File: src/rtl/bsar_pkg.sv
// ----------------------------------------------------------------------------
// bsar_pkg
// Shared types and constants of the bus slave acknowledgment responder:
// register indexes, reset values and the control structs that pass between
// the responder and its key queue.
// ----------------------------------------------------------------------------
package bsar_pkg;

	// Configuration register indexes.
	localparam logic [2:0] REG_OWN_ADDRESS    = 3'd0;
	localparam logic [2:0] REG_SNIFF_ONLY     = 3'd1;
	localparam logic [2:0] REG_PROMISCUOUS    = 3'd2;
	localparam logic [2:0] REG_MASTER_ADDRESS = 3'd3;
	localparam logic [2:0] REG_ACK_COMMAND    = 3'd4;
	localparam logic [2:0] REG_ECHO_WINDOW_US = 3'd5;

	// Register reset values.
	localparam logic [7:0]  ACK_COMMAND_RST    = 8'd1;
	localparam logic [31:0] ECHO_WINDOW_US_RST = 32'd5000;

	// Request type codes.
	localparam logic REQ_PACKET = 1'b0;
	localparam logic REQ_KEY    = 1'b1;

	// An echo carries at least this many payload bytes.
	localparam logic [7:0] MIN_ECHO_LEN = 8'd2;

	// Key sent in an ack when the queue is empty.
	localparam logic [7:0] KEY_NONE = 8'd0;

	typedef struct packed {
		logic push;
		logic pop;
	} queue_op_t;

	typedef struct packed {
		logic empty;
		logic full;
	} queue_status_t;

endpackage

File: src/rtl/bus_slave_ack_responder.sv
// ----------------------------------------------------------------------------
// bus_slave_ack_responder
// Responder for a slave node on a multidrop serial bus. It takes one item per
// clock while in_stall is low, either a received packet or a host key press,
// and gives one result per item: the item is captured in an input register,
// decided in one pass of compares and 32-bit subtractions against the node
// state, and written to a result register. The key queue keeps its oldest
// key prefetched from its RAM, so a pop does not wait on a RAM read. A result
// waiting in the output register does not block the next input transfer;
// input stall rises only when both registers hold items and the output
// is stalled.
// ----------------------------------------------------------------------------
module bus_slave_ack_responder #(
	parameter int QUEUE_DEPTH = 16
) (
	input  logic        clk,
	input  logic        arst_n,

	input  logic        cfg_valid,
	output logic        cfg_ready,
	input  logic [2:0]  cfg_index,
	input  logic [31:0] cfg_data,

	input  logic        in_valid,
	output logic        in_stall,
	input  logic        req_type,
	input  logic [7:0]  dest,
	input  logic [7:0]  command,
	input  logic [7:0]  payload_len,
	input  logic [7:0]  second_byte,
	input  logic [31:0] rx_time_us,
	input  logic [31:0] ack_time_us,
	input  logic [7:0]  keycode,

	output logic        out_valid,
	input  logic        out_stall,
	output logic        echo_dropped,
	output logic        snoop_out,
	output logic        deliver_packet,
	output logic        send_ack,
	output logic [7:0]  ack_key,
	output logic [31:0] ack_delay_us,
	output logic        key_accepted,
	output logic [3:0]  pending_keys,
	output logic [31:0] echo_count,
	output logic        online
);

	import bsar_pkg::*;

	localparam int PTR_W = $clog2(QUEUE_DEPTH);

	// Configuration registers.
	logic [7:0]  own_address_q;
	logic        sniff_only_q;
	logic        promiscuous_q;
	logic [7:0]  master_address_q;
	logic [7:0]  ack_command_q;
	logic [31:0] echo_window_us_q;

	// Node state.
	logic [31:0] last_ack_time_q;
	logic [7:0]  last_sent_key_q;
	logic [31:0] echo_counter_q;
	logic        online_q;

	// Input register.
	logic        valid_s1;
	logic        req_type_s1;
	logic [7:0]  dest_s1;
	logic [7:0]  command_s1;
	logic [7:0]  payload_len_s1;
	logic [7:0]  second_byte_s1;
	logic [31:0] rx_time_us_s1;
	logic [31:0] ack_time_us_s1;
	logic [7:0]  keycode_s1;

	// Result register.
	logic        valid_s2;
	logic        echo_dropped_s2;
	logic        snoop_out_s2;
	logic        deliver_packet_s2;
	logic        send_ack_s2;
	logic [7:0]  ack_key_s2;
	logic [31:0] ack_delay_us_s2;
	logic        key_accepted_s2;
	logic [3:0]  pending_keys_s2;
	logic [31:0] echo_count_s2;
	logic        online_s2;

	// Decision logic.
	logic            advance;
	logic            fire;
	logic            is_key;
	logic [31:0]     echo_age;
	logic [31:0]     latency;
	logic            is_echo;
	logic            to_us;
	logic            do_ack;
	logic            do_push;
	logic            do_pop;
	logic [7:0]      sent_key;
	logic [31:0]     echo_counter_nxt;
	logic [PTR_W-1:0] count;
	logic [PTR_W-1:0] count_nxt;
	logic [PTR_W+3:0] count_ext;

	queue_op_t     q_op;
	queue_status_t q_status;
	logic [7:0]    head_key;

	// ---------------- configuration port ----------------
	assign cfg_ready = 1'b1;

	always_ff @(posedge clk or negedge arst_n) begin
		if (!arst_n) begin
			own_address_q    <= '0;
			sniff_only_q     <= 1'b0;
			promiscuous_q    <= 1'b0;
			master_address_q <= '0;
			ack_command_q    <= ACK_COMMAND_RST;
			echo_window_us_q <= ECHO_WINDOW_US_RST;
		end else if (cfg_valid && cfg_ready) begin
			unique case (cfg_index)
				REG_OWN_ADDRESS:    own_address_q    <= cfg_data[7:0];
				REG_SNIFF_ONLY:     sniff_only_q     <= cfg_data[0];
				REG_PROMISCUOUS:    promiscuous_q    <= cfg_data[0];
				REG_MASTER_ADDRESS: master_address_q <= cfg_data[7:0];
				REG_ACK_COMMAND:    ack_command_q    <= cfg_data[7:0];
				REG_ECHO_WINDOW_US: echo_window_us_q <= cfg_data;
				default: begin
				end
			endcase
		end
	end

	// ---------------- handshake ----------------
	assign advance  = !valid_s2 || !out_stall;
	assign fire     = valid_s1 && advance;
	assign in_stall = valid_s1 && !advance;

	always_ff @(posedge clk or negedge arst_n) begin
		if (!arst_n) begin
			valid_s1 <= 1'b0;
			valid_s2 <= 1'b0;
		end else begin
			if (!in_stall) begin
				valid_s1 <= in_valid;
			end
			if (advance) begin
				valid_s2 <= valid_s1;
			end
		end
	end

	always_ff @(posedge clk) begin
		if (in_valid && !in_stall) begin
			req_type_s1    <= req_type;
			dest_s1        <= dest;
			command_s1     <= command;
			payload_len_s1 <= payload_len;
			second_byte_s1 <= second_byte;
			rx_time_us_s1  <= rx_time_us;
			ack_time_us_s1 <= ack_time_us;
			keycode_s1     <= keycode;
		end
	end

	// ---------------- decision ----------------
	assign is_key   = (req_type_s1 == REQ_KEY);
	assign echo_age = rx_time_us_s1 - last_ack_time_q;
	assign latency  = ack_time_us_s1 - rx_time_us_s1;

	// A last ack time of zero means no ack has gone out yet.
	assign is_echo = !is_key && !sniff_only_q
		&& (dest_s1 == master_address_q)
		&& (command_s1 == ack_command_q)
		&& (last_ack_time_q != '0)
		&& (echo_age <= echo_window_us_q)
		&& (payload_len_s1 >= MIN_ECHO_LEN)
		&& (second_byte_s1 == last_sent_key_q);

	assign to_us    = !is_key && !is_echo && (dest_s1 == own_address_q);
	assign do_ack   = to_us && !sniff_only_q;
	assign do_push  = is_key && !q_status.full;
	assign do_pop   = do_ack && !q_status.empty;
	assign sent_key = do_pop ? head_key : KEY_NONE;

	assign echo_counter_nxt = is_echo ? echo_counter_q + 32'd1 : echo_counter_q;

	assign q_op.push = fire && do_push;
	assign q_op.pop  = fire && do_pop;

	always_comb begin
		priority if (do_push) begin
			count_nxt = count + PTR_W'(1);
		end else if (do_pop) begin
			count_nxt = count - PTR_W'(1);
		end else begin
			count_nxt = count;
		end
	end

	assign count_ext = {4'b0000, count_nxt};

	bsar_key_queue #(
		.DEPTH(QUEUE_DEPTH)
	) u_key_queue (
		.clk     (clk),
		.arst_n  (arst_n),
		.op      (q_op),
		.push_key(keycode_s1),
		.status  (q_status),
		.head_key(head_key),
		.count   (count)
	);

	// ---------------- node state ----------------
	always_ff @(posedge clk or negedge arst_n) begin
		if (!arst_n) begin
			last_ack_time_q <= '0;
			last_sent_key_q <= '0;
			echo_counter_q  <= '0;
			online_q        <= 1'b0;
		end else if (fire) begin
			echo_counter_q <= echo_counter_nxt;
			if (do_ack) begin
				last_ack_time_q <= ack_time_us_s1;
				last_sent_key_q <= sent_key;
				online_q        <= 1'b1;
			end
		end
	end

	// ---------------- result register ----------------
	always_ff @(posedge clk) begin
		if (fire) begin
			echo_dropped_s2   <= is_echo;
			snoop_out_s2      <= !is_key && !is_echo && promiscuous_q;
			deliver_packet_s2 <= to_us;
			send_ack_s2       <= do_ack;
			ack_key_s2        <= sent_key;
			ack_delay_us_s2   <= do_ack ? latency : '0;
			key_accepted_s2   <= do_push;
			pending_keys_s2   <= count_ext[3:0];
			echo_count_s2     <= echo_counter_nxt;
			online_s2         <= online_q || do_ack;
		end
	end

	assign out_valid      = valid_s2;
	assign echo_dropped   = echo_dropped_s2;
	assign snoop_out      = snoop_out_s2;
	assign deliver_packet = deliver_packet_s2;
	assign send_ack       = send_ack_s2;
	assign ack_key        = ack_key_s2;
	assign ack_delay_us   = ack_delay_us_s2;
	assign key_accepted   = key_accepted_s2;
	assign pending_keys   = pending_keys_s2;
	assign echo_count     = echo_count_s2;
	assign online         = online_s2;

	// ---------------- assertions ----------------
	a_online_sticky: assert property (@(posedge clk) disable iff (!arst_n)
		online_q |=> online_q)
		else $error("online flag cleared after an ack was sent");

	a_echo_step: assert property (@(posedge clk) disable iff (!arst_n)
		(fire && is_echo) |=> (echo_counter_q == $past(echo_counter_q) + 32'd1))
		else $error("echo counter did not advance by one on a dropped echo");

	a_echo_exclusive: assert property (@(posedge clk) disable iff (!arst_n)
		(valid_s2 && echo_dropped_s2) |->
			(!send_ack_s2 && !deliver_packet_s2 && !snoop_out_s2))
		else $error("dropped echo also delivered, snooped or acked");

	a_ack_online: assert property (@(posedge clk) disable iff (!arst_n)
		(valid_s2 && send_ack_s2) |-> online_s2)
		else $error("ack result reports node offline");

	a_no_bubble_stall: assert property (@(posedge clk) disable iff (!arst_n)
		!valid_s2 |-> !in_stall)
		else $error("input stalled while the result register is empty");

endmodule

File: src/rtl/bsar_ram.sv
// ----------------------------------------------------------------------------
// bsar_ram
// Generic single-port-write, single-port-read RAM with a registered read.
// A read and a write to the same address in one cycle return the old data.
// ----------------------------------------------------------------------------
module bsar_ram #(
	parameter int WIDTH = 8,
	parameter int DEPTH = 16,
	localparam int ADDR_W = (DEPTH > 1) ? $clog2(DEPTH) : 1
) (
	input  logic              clk,
	input  logic              we,
	input  logic [ADDR_W-1:0] waddr,
	input  logic [WIDTH-1:0]  wdata,
	input  logic [ADDR_W-1:0] raddr,
	output logic [WIDTH-1:0]  rdata
);

	logic [WIDTH-1:0] mem_q [DEPTH];
	logic [WIDTH-1:0] rdata_q;

	always_ff @(posedge clk) begin
		if (we) begin
			mem_q[waddr] <= wdata;
		end
		rdata_q <= mem_q[raddr];
	end

	assign rdata = rdata_q;

endmodule

File: src/rtl/bsar_key_queue.sv
// ----------------------------------------------------------------------------
// bsar_key_queue
// Ring queue of host key codes that always keeps one slot free. The RAM read
// port is aimed at the slot that will be the oldest entry next cycle, so the
// key to pop is ready without waiting; a write into that same slot is
// forwarded around the RAM.
// ----------------------------------------------------------------------------
module bsar_key_queue #(
	parameter int DEPTH = 16,
	localparam int PTR_W = $clog2(DEPTH)
) (
	input  logic                    clk,
	input  logic                    arst_n,
	input  bsar_pkg::queue_op_t     op,
	input  logic [7:0]              push_key,
	output bsar_pkg::queue_status_t status,
	output logic [7:0]              head_key,
	output logic [PTR_W-1:0]        count
);

	import bsar_pkg::*;

	logic [PTR_W-1:0] head_q;
	logic [PTR_W-1:0] tail_q;
	logic [PTR_W-1:0] head_inc;
	logic [PTR_W-1:0] tail_inc;
	logic [PTR_W-1:0] raddr;
	logic [PTR_W:0]   diff;
	logic [PTR_W:0]   diff_wrapped;
	logic [7:0]       rdata;
	logic             fwd_q;
	logic [7:0]       fwd_key_q;

	assign head_inc = (head_q == PTR_W'(DEPTH - 1)) ? '0 : head_q + PTR_W'(1);
	assign tail_inc = (tail_q == PTR_W'(DEPTH - 1)) ? '0 : tail_q + PTR_W'(1);

	assign status.empty = (head_q == tail_q);
	assign status.full  = (head_inc == tail_q);

	assign diff         = {1'b0, head_q} - {1'b0, tail_q};
	assign diff_wrapped = diff + (PTR_W+1)'(DEPTH);
	assign count = (head_q >= tail_q) ? diff[PTR_W-1:0] : diff_wrapped[PTR_W-1:0];

	// Read the slot that is the oldest entry after this cycle's update.
	assign raddr = op.pop ? tail_inc : tail_q;

	always_ff @(posedge clk or negedge arst_n) begin
		if (!arst_n) begin
			head_q <= '0;
			tail_q <= '0;
			fwd_q  <= 1'b0;
		end else begin
			if (op.push) begin
				head_q <= head_inc;
			end
			if (op.pop) begin
				tail_q <= tail_inc;
			end
			fwd_q <= op.push && (head_q == raddr);
		end
	end

	always_ff @(posedge clk) begin
		fwd_key_q <= push_key;
	end

	bsar_ram #(
		.WIDTH(8),
		.DEPTH(DEPTH)
	) u_ram (
		.clk  (clk),
		.we   (op.push),
		.waddr(head_q),
		.wdata(push_key),
		.raddr(raddr),
		.rdata(rdata)
	);

	assign head_key = fwd_q ? fwd_key_q : rdata;

endmodule
File: config.mk
export PLATFORM = sky130hd
export DESIGN_NAME = bus_slave_ack_responder
export DESIGN_NICKNAME = d
export VERILOG_FILES = /design/src/rtl/bsar_pkg.sv /design/src/rtl/bus_slave_ack_responder.sv /design/src/rtl/bsar_ram.sv /design/src/rtl/bsar_key_queue.sv
export SDC_FILE = /design/constraint.sdc
export NUM_CORES = 1
export LEC_CHECK = 0
export BUFFER_PORTS_ARGS = -buffer_cell sky130_fd_sc_hd__clkbuf_2
export CAP_MARGIN = 0
export CORE_MARGIN = 1
export CORE_UTILIZATION = 35
export DETAILED_ROUTE_END_ITERATION = 6
export PLACE_DENSITY = 0.53
export SYNTH_ARGS = -nofsm -noshare
export SYNTH_HDL_FRONTEND = slang
export SYNTH_HIERARCHICAL = 1
export SYNTH_SLANG_ARGS = --single-unit
File: constraint.sdc
create_clock -name clk -period 12.05 [get_ports clk]
set_clock_uncertainty 0.15 [all_clocks]
set_input_delay 3.615 -clock clk [delete_from_list [all_inputs] [get_ports clk]]
set_output_delay 3.615 -clock clk [all_outputs]
set_load 0.1 [all_outputs]
* Yosys cells after proc, flatten, opt, wreduce, memory -nomap -nowiden
Memory sizes are Yosys's and may differ from the RTL's. A register that Yosys moved wholly into a read port is not among the register bits. Cells that the tools add are included.
Word-level totals: register bits 337, latch bits 0, memory bits (writable) 128, bits in read-only memories 0, input port bits 145, memories kept 1
Cells by class: $add $sub $neg 9, multipliers 0, div/mod/pow operators 0, $lt $le $gt $ge 3, eq/ne operators 14, shift operators 0, mux-type cells 11, bitwise gates (word level) 0, reductions and logical operators 39
Memory list:
- u_key_queue.u_ram.mem_q | words 16, bits a word 8, read ports 1, clocked after memory_dff 1, write ports 1, RTL line bsar_ram.sv:19 | logic [WIDTH-1:0] mem_q [DEPTH];
Operators with widths (count):
- 32-bit subtractor | 2
- 32-bit by 1-bit adder with 32-bit output, second input constant | 1
- 8-bit equality test | 4
- 32-bit less-or-equal comparator | 1
- 32-bit 2-to-1 mux | 1
- 32-bit nonzero test | 1
- 4-bit 2-to-1 mux | 6
- 1-bit logical AND | 19
- 4-bit by 1-bit adder with 4-bit output, second input constant | 4
- 8-bit 2-to-1 mux | 2
- 2-bit AND reduction | 7
- 4-bit equality test | 3
- 1-bit zero test | 9
- 4-bit equality test, second input constant | 2
- 8-bit by 2-bit >= comparator with 1-bit output, second input constant | 1
- 3-bit by 2-bit equality test with 1-bit output, second input constant | 2
- 3-bit equality test, second input constant | 2
- 4-bit >= comparator | 1
- 4-bit by 1-bit subtractor with 4-bit output, second input constant | 1
- 4-bit subtractor | 1
- 3-bit by 1-bit equality test with 1-bit output, second input constant | 1
- 3-bit zero test | 1
- 1-bit logical OR | 2
- 1-bit 2-to-1 mux | 2

* Longest topological paths before layout
Gate-level depths: netlist of the first run.
depth in word-level cells 17, depth in mapped cells 29, depth with buffers taken out 27

* Cells and area by module
Netlist of the first run, hierarchy kept.
Modules (own cells, without submodules):
- bus_slave_ack_responder | instances 1, cells an instance 1378, area each 16320.7 sq um, sequential area each 8921.1 sq um
- bsar_ram | instances 1, cells an instance 229, area each 5147.4 sq um, sequential area each 4003.8 sq um
- bsar_key_queue | instances 1, cells an instance 81, area each 894.6 sq um, sequential area each 385.4 sq um

* Least setup slack after synthesis of the first run
No wires, ideal clock.
path type input -> output, start in out_stall, end out in_stall, arrival time 4.342 ns, data required time 8.285 ns, setup slack 3.943 ns, cell stages on the path 2, buffers on the path 0, cells stage by stage nand3_1 > inv_1
Between the ends: longest elaborated chain between the ends 4
RTL lines:
- from (decl) | RTL line bus_slave_ack_responder.sv:36 | input logic out_stall,
- 1-bit zero test | RTL line bus_slave_ack_responder.sv:138 | assign advance = !valid_s2 || !out_stall;
- 1-bit logical OR | RTL line bus_slave_ack_responder.sv:138
- 1-bit zero test | RTL line bus_slave_ack_responder.sv:140 | assign in_stall = valid_s1 && !advance;
- 1-bit logical AND | RTL line bus_slave_ack_responder.sv:140
- to (decl) | RTL line bus_slave_ack_responder.sv:25 | output logic in_stall,
No other way between the ends.

* Worst setup path after layout of the first run
Ends and elaborated chain as after synthesis.

==> summary.md, run 1 <==
| Metric | Value |
|---|---|
| Status | completed |
| H-tree depth | 2 |
| PostCTS Resize Cnt | 0 |
| Input/output buffers | 227 |
| Share of cells above drive strength 1 | 0.238 |
| Via count | 14.1k |
| Worst path arrival time | roughly 4.3 ns |
| Initial Utilization | 0.355 |
| Maximum vdd drop | approximately 0.13 mV |
| Area Overhead vs Synth | 17.9% |
| Top FF cell, synth | edfxtp_1 |
| Hold Crit Endpoint | online_q |
| Max Freq | 124 MHz |
| Pre-antenna DRT Iters | 5 |
| Ys Warns | 6 |
| Die Y | ~250 um |
| Total grt overflow | 0 |
| Worst path most repeated cell | clkbuf_2 |
| Vias per cell | 4.98 |
| Max-cap violations | 0 |
| Sequential area share after synthesis | 0.595 |
| First-pass GRT wire length | ~83000 um |
| Critical path required time | approximately 8.3 ns |
| Slew @ Worst Pin | 1.21 ns |
| CTS tree | yes |
| GRT Util Overall | 0.168 |
| Placed cells | 2728 |
| Core area | 0.0631 sq mm |
| Setup TNS | 0 ns |
| Synth Area per Inst | 13.2 sq um |
| Post-synth EDFFs | between 300 and 400 |
| Ports | 230 |
| Util after Layout | 0.418 |
| RePlAce Congestion | between 0.8 and 0.9 |
| Post-route cell area | 0.0264 sq mm |
| Drt initial violations | 858 |
| DR DRC count | 0 |
| Slew Viols, Final | 0 |
| RSZ-0062 raised after global routing | false |
| Setup violations, final | 0 |
| Final period utilization | 0.671 |
| Non-filler cells, final | 2828 |
| Tmin final | between 8 and 9 ns |
| Endpoint class of the critical path | output port |
| Mapped cell area | 0.0224 sq mm |
| Row count | slightly above 90 |
| Worst Hold Launch | online_q |
| Reg-to-reg slack, setup | 4.01 ns |
| Crit-path max FO | 3 |
| Die Wd | 255 um |
| Largest net degree at the start of global routing | 82 |
| Vias in the first global route | 14.3k |
| Synth unique cells | 80 |
| Slew margin rel. | 0.196 |
| Routed Antenna Nets | 0 |
| Routed wire length | approximately 55000 um |
| CP cell instances | clkbuf_2, nand3_1, inv_1, clkbuf_2 |
| Routed wire per std cell | 19.3 um |
| Clk sinks | about 470 |
| Worst r2r dst | u_key_queue/u_ram/rdata[2] |
| Worst-Skew Late Latency | slightly above 0.6 ns |
| Post-CTS Repair Setup Buffers | 0 |
| Setup crit start kind | input pin |
| Mapped Cells | 1688 |
| Post-DP Area | 0.0244 sq mm |
| PD cells | 172 mW/mm^2 |
| Final Hold Fails | 0 |
| Syn Nets | a little under 2k |
| Asr flop ratio synth | 0.301 |
| Pleak | 0.0108 uW |
| Critical Path Slowest Stage Cell | clkbuf_2 |
| Critical path class | input pin to output port |
| Hold depth | 1 |
| Hpwl dp | 39000 um |
| Clk root buf | clkbuf_16 |
| Initial antenna violation count | 0 |
| Hold buffer count at cts | 0 |
| Net count, final | 2187 |
| Clk slew on worst S/H paths | 0.06 ns |
| Die area | 0.0649 sq mm |
| Antenna Cells | 0 |
| Layout fillers | 5940 |
| Reg2reg start | rx_time_us_s1[2] |
| Worst hold path type | flop to flop |
| Clk buf depth | 3 |
| Yosys reg bits | 472 |
| Reg2Reg Depth | 24 |
| TritonCTS Buffers | 53 |
| Max incr delay on CP | 0.45 ns |
logic make-up after synthesis:
kind of cell	share of synthesized area
xor gates and xnor gates	0.0642
AOI/OAI and AO/OA	0.0695
other	0.000168
and+or+nand+nor	0.0953
DFF	0.595
muxes	0.0844
adders and majority gates	0.0598
buffers and inverters	0.0314
stage by stage:
stage | power (uW) | hold WS, ns | setup WS, ns
finish | 4530 | 0.311 | 3.97
global route | 4740 | 0.351 | 3.47
CTS | 4590 | 0.323 | 3.96
detailed placement | 2820 | 0.297 | 3.96
global placement | 2810 | 0.298 | 3.97
floorplan | 2590 | 0.275 | 3.94
state kept, by name, indices dropped and copies added (netlist names), 32 cells and up:
| signal | cells |
|---|---|
| ack_delay_us | 32 |
| echo_counter_q | 32 |
| echo_window_us_q | 32 |
| ack_time_us_s1 | 32 |
| last_ack_time_q | 32 |
| rx_time_us_s1 | 32 |
| u_key_queue/u_ram/mem_q | 128 |
| echo_count | 32 |
critical path, delay by kind of cell:
family	cells	cell delay, ns
buffers and inverters	3	0.61
AND/OR/NAND/NOR	1	0.09
area by class of cell:
class                           count  area [sq um]  share of cell area
Clock inverter                     36           510              0.0194
Multi-Input combinational cell   1048          8380               0.318
Clock buffer                       64          1410              0.0534
Tap cell                          846          1060              0.0401
Timing Repair Buffer              240          1240              0.0470
Inverter                          122           460              0.0175
Sequential cell                   472         13300               0.505
cell usage in the layout, fill, tap and decap left out, types with 9 or more instances in the layout:
| cell | Yosys | routed |
|---|---|---|
| o21a_1 | 17 | 17 |
| ha_1 | 102 | 102 |
| nand2b_1 | 18 | 18 |
| nand4_1 | 23 | 23 |
| nor2b_1 | 13 | 13 |
| a22oi_1 | 16 | 16 |
| a211oi_1 | 9 | 9 |
| or3_1 | 12 | 12 |
| dfrtp_1 | 136 | 136 |
| edfxtp_1 | 314 | 314 |
| buf_4 | 2 | 13 |
| nor3_1 | 40 | 38 |
| nor2_1 | 98 | 98 |
| and3_1 | 14 | 14 |
| xnor2_1 | 87 | 87 |
| mux4_1 | 14 | 14 |
| a21o_1 | 33 | 33 |
| inv_1 | 121 | 120 |
| clkbuf_2 | 1 | 226 |
| clkinv_1 | 1 | 10 |
| nor4_1 | 28 | 28 |
| dfxtp_1 | 16 | 16 |
| clkinv_2 | 0 | 9 |
| o21ai_0 | 44 | 44 |
| xor2_1 | 77 | 77 |
| mux4_2 | 18 | 18 |
| a21oi_1 | 58 | 58 |
| clkbuf_16 | 0 | 53 |
| nand2_1 | 91 | 91 |
| bufinv_16 | 0 | 10 |
| nand3_1 | 34 | 33 |
| mux2_2 | 99 | 99 |
routing by layer:
layer,GRT usage,part of all wire,vias to the layer above
met2,0.279,0.47,328
met3,0.0290,0.050,84
met5,0,0,-
met4,0.0469,0.021,0
li1,-,-,6690
met1,0.226,0.46,6968
cells in the mapped netlist, types with 5 or more instances:
library cell  instances  area share
and2_1                8      0.0022
nand2_1              91       0.015
nand2b_1             18      0.0050
ha_1                102       0.057
nor3_1               40      0.0090
dfxtp_1              16       0.014
xor2_1               77       0.030
inv_1               121       0.020
edfxtp_1            314        0.42
mux4_2               18       0.018
buf_6                 5      0.0025
nand3_1              34      0.0076
nor4_1               28      0.0078
nor2_1               98       0.016
or3_1                12      0.0034
buf_2                 5      0.0011
o21ai_0              44      0.0098
mux4_1               14       0.016
a21oi_1              58       0.013
clkbuf_1             28      0.0047
and4_1                6      0.0023
o31a_1                5      0.0020
a211oi_1              9      0.0030
a21o_1               33       0.011
dfstp_2               6      0.0070
xnor2_1              87       0.034
o21a_1               17      0.0057
dfrtp_1             136        0.15
mux2_2               99       0.050
a22oi_1              16      0.0054
and3_1               14      0.0039
nand4_1              23      0.0064
o31ai_1               5      0.0017
nor2b_1              13      0.0036
power by group:
| group | switching [uW] | leakage, uW | internal, uW | total [uW] |
|---|---|---|---|---|
| Sequential | 93.7 | 0.00489 | 1870 | 1970 |
| Clock | 691 | 0.000928 | 1060 | 1750 |
| Combinational | 535 | 0.00496 | 286 | 821 |
| Total | 1320 | 0.0108 | 3210 | 4530 |
how the worst max path moves through the flow:
| stage | from | endpoint | slack, ns | cells past startpoint |
|---|---|---|---|---|
| 2_1_floorplan | out_stall | in_stall | 3.94 | 2 |
| 3_3_place_gp | out_stall | in_stall | 3.97 | 4 |
| 3_5_place_dp | out_stall | in_stall | 3.96 | 4 |
| 4_1_cts | out_stall | in_stall | 3.96 | 4 |
| 5_1_grt | rx_time_us_s1[2] | u_key_queue/u_ram/rdata[0] | 3.47 | 24 |
| 6_report | out_stall | in_stall | 3.97 | 4 |
Note: power is estimated with default switching activity, not from simulation.
==> run 2: changes to the inputs <==
Settings changed: ABC_AREA set to 1.
Clock period 12.05 ns to 8.2 ns, I/O delays scaled along.
==> run 2 against run 1 <==
  * Routed wire length grew 15%
  * Global-route usage up 1.4 points
  * Area after synthesis is 6.2% higher
  * Cell count is 31% higher
==> summary.md, run 2 <==
| Metric | Value |
|---|---|
| Status | completed |
| Buf/Inv on CP | 4 (+1) |
| Via count | 17.7k (+26%) |
| RePlAce Congestion | 0.869 (+6.8%) |
| Max-cap violations | 0 (unchanged) |
| Ports | 230 (unchanged) |
| Endpoint class of the critical path | flop |
| Global routing usage on met1 | 0.256 (+0.0306) |
| Routing usage on met3 | 0.0309 (+0.00194) |
| Pleak | 0.0124 uW (+15%) |
| Power Internal | 4620 uW (+44%) |
| Asr flop ratio synth | 0.301 (unchanged) |
| Hold buffer count at cts | 0 (unchanged) |
| Share of cells above drive strength 1 | 0.131 (-0.107) |
| DR DRC count | 0 (unchanged) |
| Total grt overflow | 0 (unchanged) |
| Routed Antenna Nets | 0 (unchanged) |
| Routed wire per std cell | 16.9 um (-12%) |
| Critical path class | flop to flop |
| Clk sinks | 472 (unchanged) |
| Largest net degree at the start of global routing | 96 (+17%) |
| Logic pwr share | 0.208 (+0.027) |
| Most common cell after layout, fill and taps aside | nand2_1 |
| Slew margin rel. | 0.317 (+0.122) |
| Top FF cell, synth | edfxtp_1 |
| PD cells | 246 mW/mm^2 (+43%) |
| Vias per cell | 4.77 (-4.2%) |
| Row count | 95 (+3.3%) |
| Worst hold path type | flop to flop |
| Routed wire length | 62900 um (+15%) |
| Setup crit start kind | flop |
| Crit path from | rx_time_us_s1[0] |
| Leading area contributor after synthesis | edfxtp_1 |
| GRT Util Overall | 0.182 (+0.0141) |
| Mapped Cells | 2555 (+51%) |
| Slew Viols, Final | 0 (unchanged) |
| Area Overhead vs Synth | 16.0% |
| Maximum vdd drop | 0.169 mV (+33%) |
| Pre-antenna DRT Iters | 7 (+2) |
| Input/output buffers | 227 (unchanged) |
| First-pass GRT wire length | 98700 um (+19%) |
| Synth area leaders | edfxtp_1, dfrtp_1, nand2_1 |
| Non-filler cells, final | 3712 (+31%) |
| Initial antenna violation count | 1 (+1) |
| Vias in the first global route | 17.5k (+22%) |
| Mapped cell area | 0.0238 sq mm (+6.2%) |
| Clk root buf | clkbuf_16 |
| Die Wd | 262 um (+3.0%) |
| Placed cells | 3611 (+32%) |
| Final period utilization | 0.866 |
| TritonCTS Buffers | 53 (unchanged) |
| Setup violations, final | 0 (unchanged) |
| Reg-to-reg slack, setup | 1.10 ns (-2.91 ns) |
| Max FFs per register | 128 (unchanged) |
| Net count, final | 3043 (+39%) |
| Crit-path max FO | 65 (+62) |
| CP delay by family, top | simple AND/OR/NAND/NOR gates |
| Clock share of power | 0.360 (-0.025) |
| Post-CTS Repair Setup Buffers | 0 (unchanged) |
| Yosys reg bits | 472 (unchanged) |
| Critical Path Slowest Stage Cell | o21ai_0 |
| Synth top area share | 0.397 (-0.0246) |
| Max incr delay on CP | 0.65 ns (+0.20 ns) |
| CTS tree | yes |
| Initial Utilization | 0.354 (-0.000864) |
| Sequential area share after synthesis | 0.560 (-0.0348) |
| M2 GR Usage | 0.289 (+0.00946) |
| Drt initial violations | 1373 (+60%) |
| Worst path arrival time | 7.43 ns (+3.12 ns) |
| Overall power | 6770 uW (+49%) |
| Psw | 2140 uW (+63%) |
| Ys Warns | 6 (unchanged) |
| GRT busiest layer | met2 |
| Synth Area per Inst | 9.30 sq um (-30%) |
| Switching Share | 0.317 (+0.0258) |
| Die area | 0.0689 sq mm (+6.2%) |
| Max Freq | approximately 140 MHz |
| Count leader, synth | nand2_1 |
| Syn Nets | 2805 (+45%) |
| Reg2reg start | rx_time_us_s1[0] |
| Critical path required time | 8.53 ns (+0.25 ns) |
| Clk buf depth | 3 (unchanged) |
| Most frequent cells in the layout | nand2_1, inv_1, edfxtp_1 |
| Clk slew on worst S/H paths | 0.06 ns (about the same) |
| Final Hold Fails | 0 (unchanged) |
| Core area | 0.0672 sq mm (+6.5%) |
| Post-synth EDFFs | 314 (unchanged) |
| Tmin final | between 7 and 8 ns |
| Worst-Skew Late Latency | 0.60 ns (-0.02 ns) |
| Post-synth top cells | nand2_1, inv_1, edfxtp_1 |
| PostCTS Resize Cnt | 0 (unchanged) |
| Synth unique cells | 54 (-33%) |
| H-tree depth | 2 (unchanged) |
| RSZ-0062 raised after global routing | false |
| Die Y | 262 um (+3.0%) |
| Hpwl dp | 46100 um (+18%) |
| Setup TNS | 0 ns (unchanged) |
| Worst path most repeated cell | nand2_1 |
| Worst Hold Launch | online_q |
| Most flop-heavy register | u_key_queue/u_ram/mem_q |
| Slew @ Worst Pin | 1.02 ns (-0.183 ns) |
| Flop pwr share | 0.432 (-0.002) |
-- run 2: cell types whose count changed in the layout (fill, tap and decap cells not counted), moves of 25 or more --
cell	before	now
a21o_1	33	8
o21ai_0	44	129
nand3_1	33	159
nand2_1	91	673
xnor2_1	87	31
mux2_2	99	8
a21oi_1	58	125
nor2_1	98	190
inv_1	120	355
-- run 2: final timing paths --
path,to,cells after the start
max,u_key_queue/u_ram/rdata[3],39
min in group asynchronous,echo_counter_q[20],1
max in group asynchronous,echo_window_us_q[25],2
min reg2reg,online_q,2
min,online_q,2
max reg2reg,u_key_queue/u_ram/rdata[3],39
-- run 2: worst register-to-register path, delay by kind of cell (launching register included) --
| kind | cells | cell delay [ns] |
|---|---|---|
| DFF | 1 | 0.40 |
| and+or+nand+nor | 30 | 3.81 |
| AOI/OAI and AO/OA | 2 | 0.79 |
| adders and majority gates | 3 | 0.90 |
| buffers and inverters | 4 | 0.95 |
-- run 2: cell families (layout without fill, tap and decap cells) --
group / Yosys count / count (layout) / share of synthesized area
compound gates: 312 / 312 / 0.0703
xor+xnor: 96 / 96 / 0.0354
fa+ha+maj: 105 / 105 / 0.0563
buf+inv: 418 / 701 / 0.0712
flops: 472 / 472 / 0.560
mux: 8 / 8 / 0.00379
other cells: 1 / 2 / 0.000158
simple gates: 1143 / 1143 / 0.202
-- run 2: per-stage QoR --
stage	hold slack, ns	util	setup slack (ns)	instance area [sq um]
3_3_place_gp	0.291	0.384	1.34	25800
3_5_place_dp	0.296	0.384	1.25	25800
6_report	0.310	0.410	1.10	27600
4_1_cts	0.311	0.410	1.20	27600
5_1_grt	0.328	0.410	0.426	27600
2_1_floorplan	0.272	-	1.74	23800
-- run 2: routing by layer --
metal	wire, um	vias up
li1	-	8913
met3	3250	72
met5	0	-
met1	29700	8326
met2	28500	387
met4	1340	0
-- run 2: power groups by stage --
stage	Combinational, uW	Clock, uW	Sequential, uW
after global placement	1390	0	2970
after global routing	1560	2600	2950
after detailed placement	1410	0	2970
after CTS	1420	2500	2920
final	1410	2430	2920
after floorplan	752	0	3230
-- run 2: area by class of cell --
type	instances	area, sq um
fillers	6587	39600
flip-flops and latches	472	13300
multi-input cells	1665	8760
clock buffers	68	1450
inverters	362	1360
repair buffers	239	1240
well taps	873	1090
clock inverters	32	342
diodes	1	2.50
==> run 3: changes to the inputs <==
Settings changed: PLACE_DENSITY 0.53 to unset, PLACE_DENSITY_LB_ADDON set to 0.25.
==> run 3 against run 2 <==
  * Core utilization up 0.12 points
  * Critical endpoint is now u_key_queue/u_ram/rdata[1]
  * Global-route usage shrank 0.13 points
  * Maximum frequency fell by 2.2%
  * Non-clock buffer count down 2
  * Die area did not move
  * Sequential power about the same
  * Final area up 0.28%
  * Via count increased by 1.6%
  * Register-to-register slack lost 0.16 ns
==> summary.md, run 3 (synthesized netlist as in run 2, its figures left out) <==
| Metric | Value |
|---|---|
| Critical Path Slowest Stage Cell | o21ai_0 |
| Clk root buf | clkbuf_16 |
| Total grt overflow | 0 (unchanged) |
| Routed wire length | 62900 um (about the same) |
| Clock share of power | 0.369 (+0.009) |
| Max FFs per register | 128 (unchanged) |
| Vias per cell | 4.85 (+1.6%) |
| Antenna Cells | 0 (-1) |
| H-tree depth | 2 (unchanged) |
| Maximum vdd drop | 0.138 mV (-18%) |
| Min Hold Slack | 0.303 ns (-0.00726 ns) |
| Die Y | 262 um (unchanged) |
| Reg2Reg Depth | 40 (+2.6%) |
| Most flop-heavy register | u_key_queue/u_ram/mem_q |
| Tmin final | 7.26 ns (+0.159 ns) |
| Share of cells above drive strength 1 | 0.135 (+0.00432) |
| Setup crit start kind | flop |
| Worst path most repeated cell | nand2_1 |
| RePlAce Congestion | 0.896 (+3.1%) |
| Max Freq | 138 MHz (-2.2%) |
| Slew margin rel. | 0.228 (-0.0900) |
| Initial antenna violation count | 0 (-1) |
| Pleak | 0.0125 uW (+0.39%) |
| Input/output buffers | 227 (unchanged) |
| PostCTS Resize Cnt | 0 (unchanged) |
| Flop pwr share | 0.426 (-0.006) |
| Drt initial violations | 1192 (-13%) |
| Slew Viols, Final | 0 (unchanged) |
| Setup TNS | 0 ns (unchanged) |
| DR DRC count | 0 (unchanged) |
| Most common cell after layout, fill and taps aside | nand2_1 |
| Via count | 18.0k (+1.6%) |
| Net count, final | 3042 (-0.033%) |
| Worst-Skew Late Latency | 0.61 ns (about the same) |
| Logic pwr share | 0.205 (-0.003) |
| Core area | 0.0672 sq mm (unchanged) |
| Post-CTS Repair Setup Buffers | 0 (unchanged) |
| Setup violations, final | 0 (unchanged) |
| Critical path required time | 8.53 ns (about the same) |
| RSZ-0062 raised after global routing | false |
| Final period utilization | 0.885 (+0.0194) |
| Multi-input gate area | 0.00876 sq mm (unchanged) |
| Endpoint class of the critical path | flop |
| TritonCTS Buffers | 54 (+1.9%) |
| Slew @ Worst Pin | 1.16 ns (+0.134 ns) |
| Psw | 2180 uW (+1.8%) |
| Power Internal | 4680 uW (+1.2%) |
| Clk slew on worst S/H paths | 0.06 ns (about the same) |
| Routed Antenna Nets | 0 (unchanged) |
| Largest net degree at the start of global routing | 90 (-6.3%) |
| Vias in the first global route | 17.6k (+0.22%) |
| Hold depth | 2 (unchanged) |
| Clk sinks | 472 (unchanged) |
| Register area | 0.0133 sq mm (unchanged) |
| Initial Utilization | 0.354 (unchanged) |
| Final Hold Fails | 0 (unchanged) |
| Max incr delay on CP | 0.61 ns (-0.04 ns) |
| Max-cap violations | 0 (unchanged) |
| First-pass GRT wire length | 98100 um (-0.55%) |
| Ports | 230 (unchanged) |
| Die Wd | 262 um (unchanged) |
| Crit-path max FO | 65 (unchanged) |
| PD cells | 248 mW/mm^2 (+1.1%) |
| Status | completed |
| Worst path arrival time | 7.59 ns (+0.16 ns) |
| CTS tree | yes |
| Layout fillers | 6563 (-0.36%) |
| Switching Share | 0.318 (+0.00137) |
| Clk buf depth | 3 (unchanged) |
| Hpwl dp | 45500 um (-1.3%) |
| Hold buffer count at cts | 0 (unchanged) |
| Die area | 0.0689 sq mm (unchanged) |
| Pre-antenna DRT Iters | 5 (-2) |
| Row count | 95 (unchanged) |
| GRT Util Overall | 0.181 (-0.00127) |
| Critical path class | flop to flop |
| Area Overhead vs Synth | 16.4% |
| Most frequent cells in the layout | nand2_1, inv_1, edfxtp_1 |
| Reg-to-reg slack, setup | 0.94 ns (-0.16 ns) |
| Worst hold path type | flop to flop |
| Routed wire per std cell | 16.9 um (about the same) |
run 3: cell types whose count changed in the layout (fill, tap and decap cells not counted), sizes merged:
cell | before | now
buf | 13 | 11
clkbuf | 294 | 293
clkinvlp | 4 | 5
diode | 1 | 0
run 3: final timing paths:
| path | from | endpoint |
|---|---|---|
| min in group asynchronous | arst_n | echo_counter_q[16] |
| setup / recovery | rx_time_us_s1[0] | u_key_queue/u_ram/rdata[1] |
| hold reg to reg | online_q | online_q |
| hold / removal | online_q | online_q |
| setup reg to reg | rx_time_us_s1[0] | u_key_queue/u_ram/rdata[1] |
| max in group asynchronous | arst_n | master_address_q[5] |
run 3: layout make-up:
cell class	count	area share
Sequential cell	472	0.482
Multi-Input combinational cell	1665	0.317
Clock buffer	67	0.0541
Inverter	362	0.0493
Timing Repair Buffer	237	0.0445
Tap cell	873	0.0395
Clock inverter	33	0.0140
run 3: routing by layer:
layer	GRT usage	wire length, um	share of wire	vias up
li1	-	-	-	8910
met1	0.247	28800	0.46	8495
met2	0.294	29100	0.46	487
met3	0.0327	3640	0.058	82
met4	0.0509	1350	0.021	0
met5	0	0	0	-
run 3: per-stage QoR:
step / utilization / power [uW] / std cells / setup WS, ns / cell area (sq um)
floorplan: - / 3990 / 2555 / 1.74 / 23800
global placement: 0.383 / 4350 / 3609 / 1.07 / 25800
detailed placement: 0.383 / 4380 / 3609 / 0.994 / 25800
CTS: 0.411 / 6930 / 3709 / 0.933 / 27600
global route: 0.411 / 7190 / 3709 / 0.242 / 27600
finish: 0.411 / 6860 / 3709 / 0.941 / 27600
run 3: power by group through the flow:
stage / Clock, uW / Sequential, uW / Combinational [uW]
2_1_floorplan: 0 / 3230 / 752
3_3_place_gp: 0 / 2970 / 1380
3_5_place_dp: 0 / 2970 / 1410
4_1_cts: 2590 / 2920 / 1420
5_1_grt: 2680 / 2940 / 1560
6_report: 2530 / 2920 / 1410
run 3: worst max-delay path, delay by kind of cell, from the launching register on:
| family | cells | cell delay, ns |
|---|---|---|
| compound gates | 2 | 0.74 |
| fa+ha+maj | 3 | 0.87 |
| buf+inv | 6 | 1.35 |
| flops | 1 | 0.37 |
| simple gates | 29 | 3.59 |
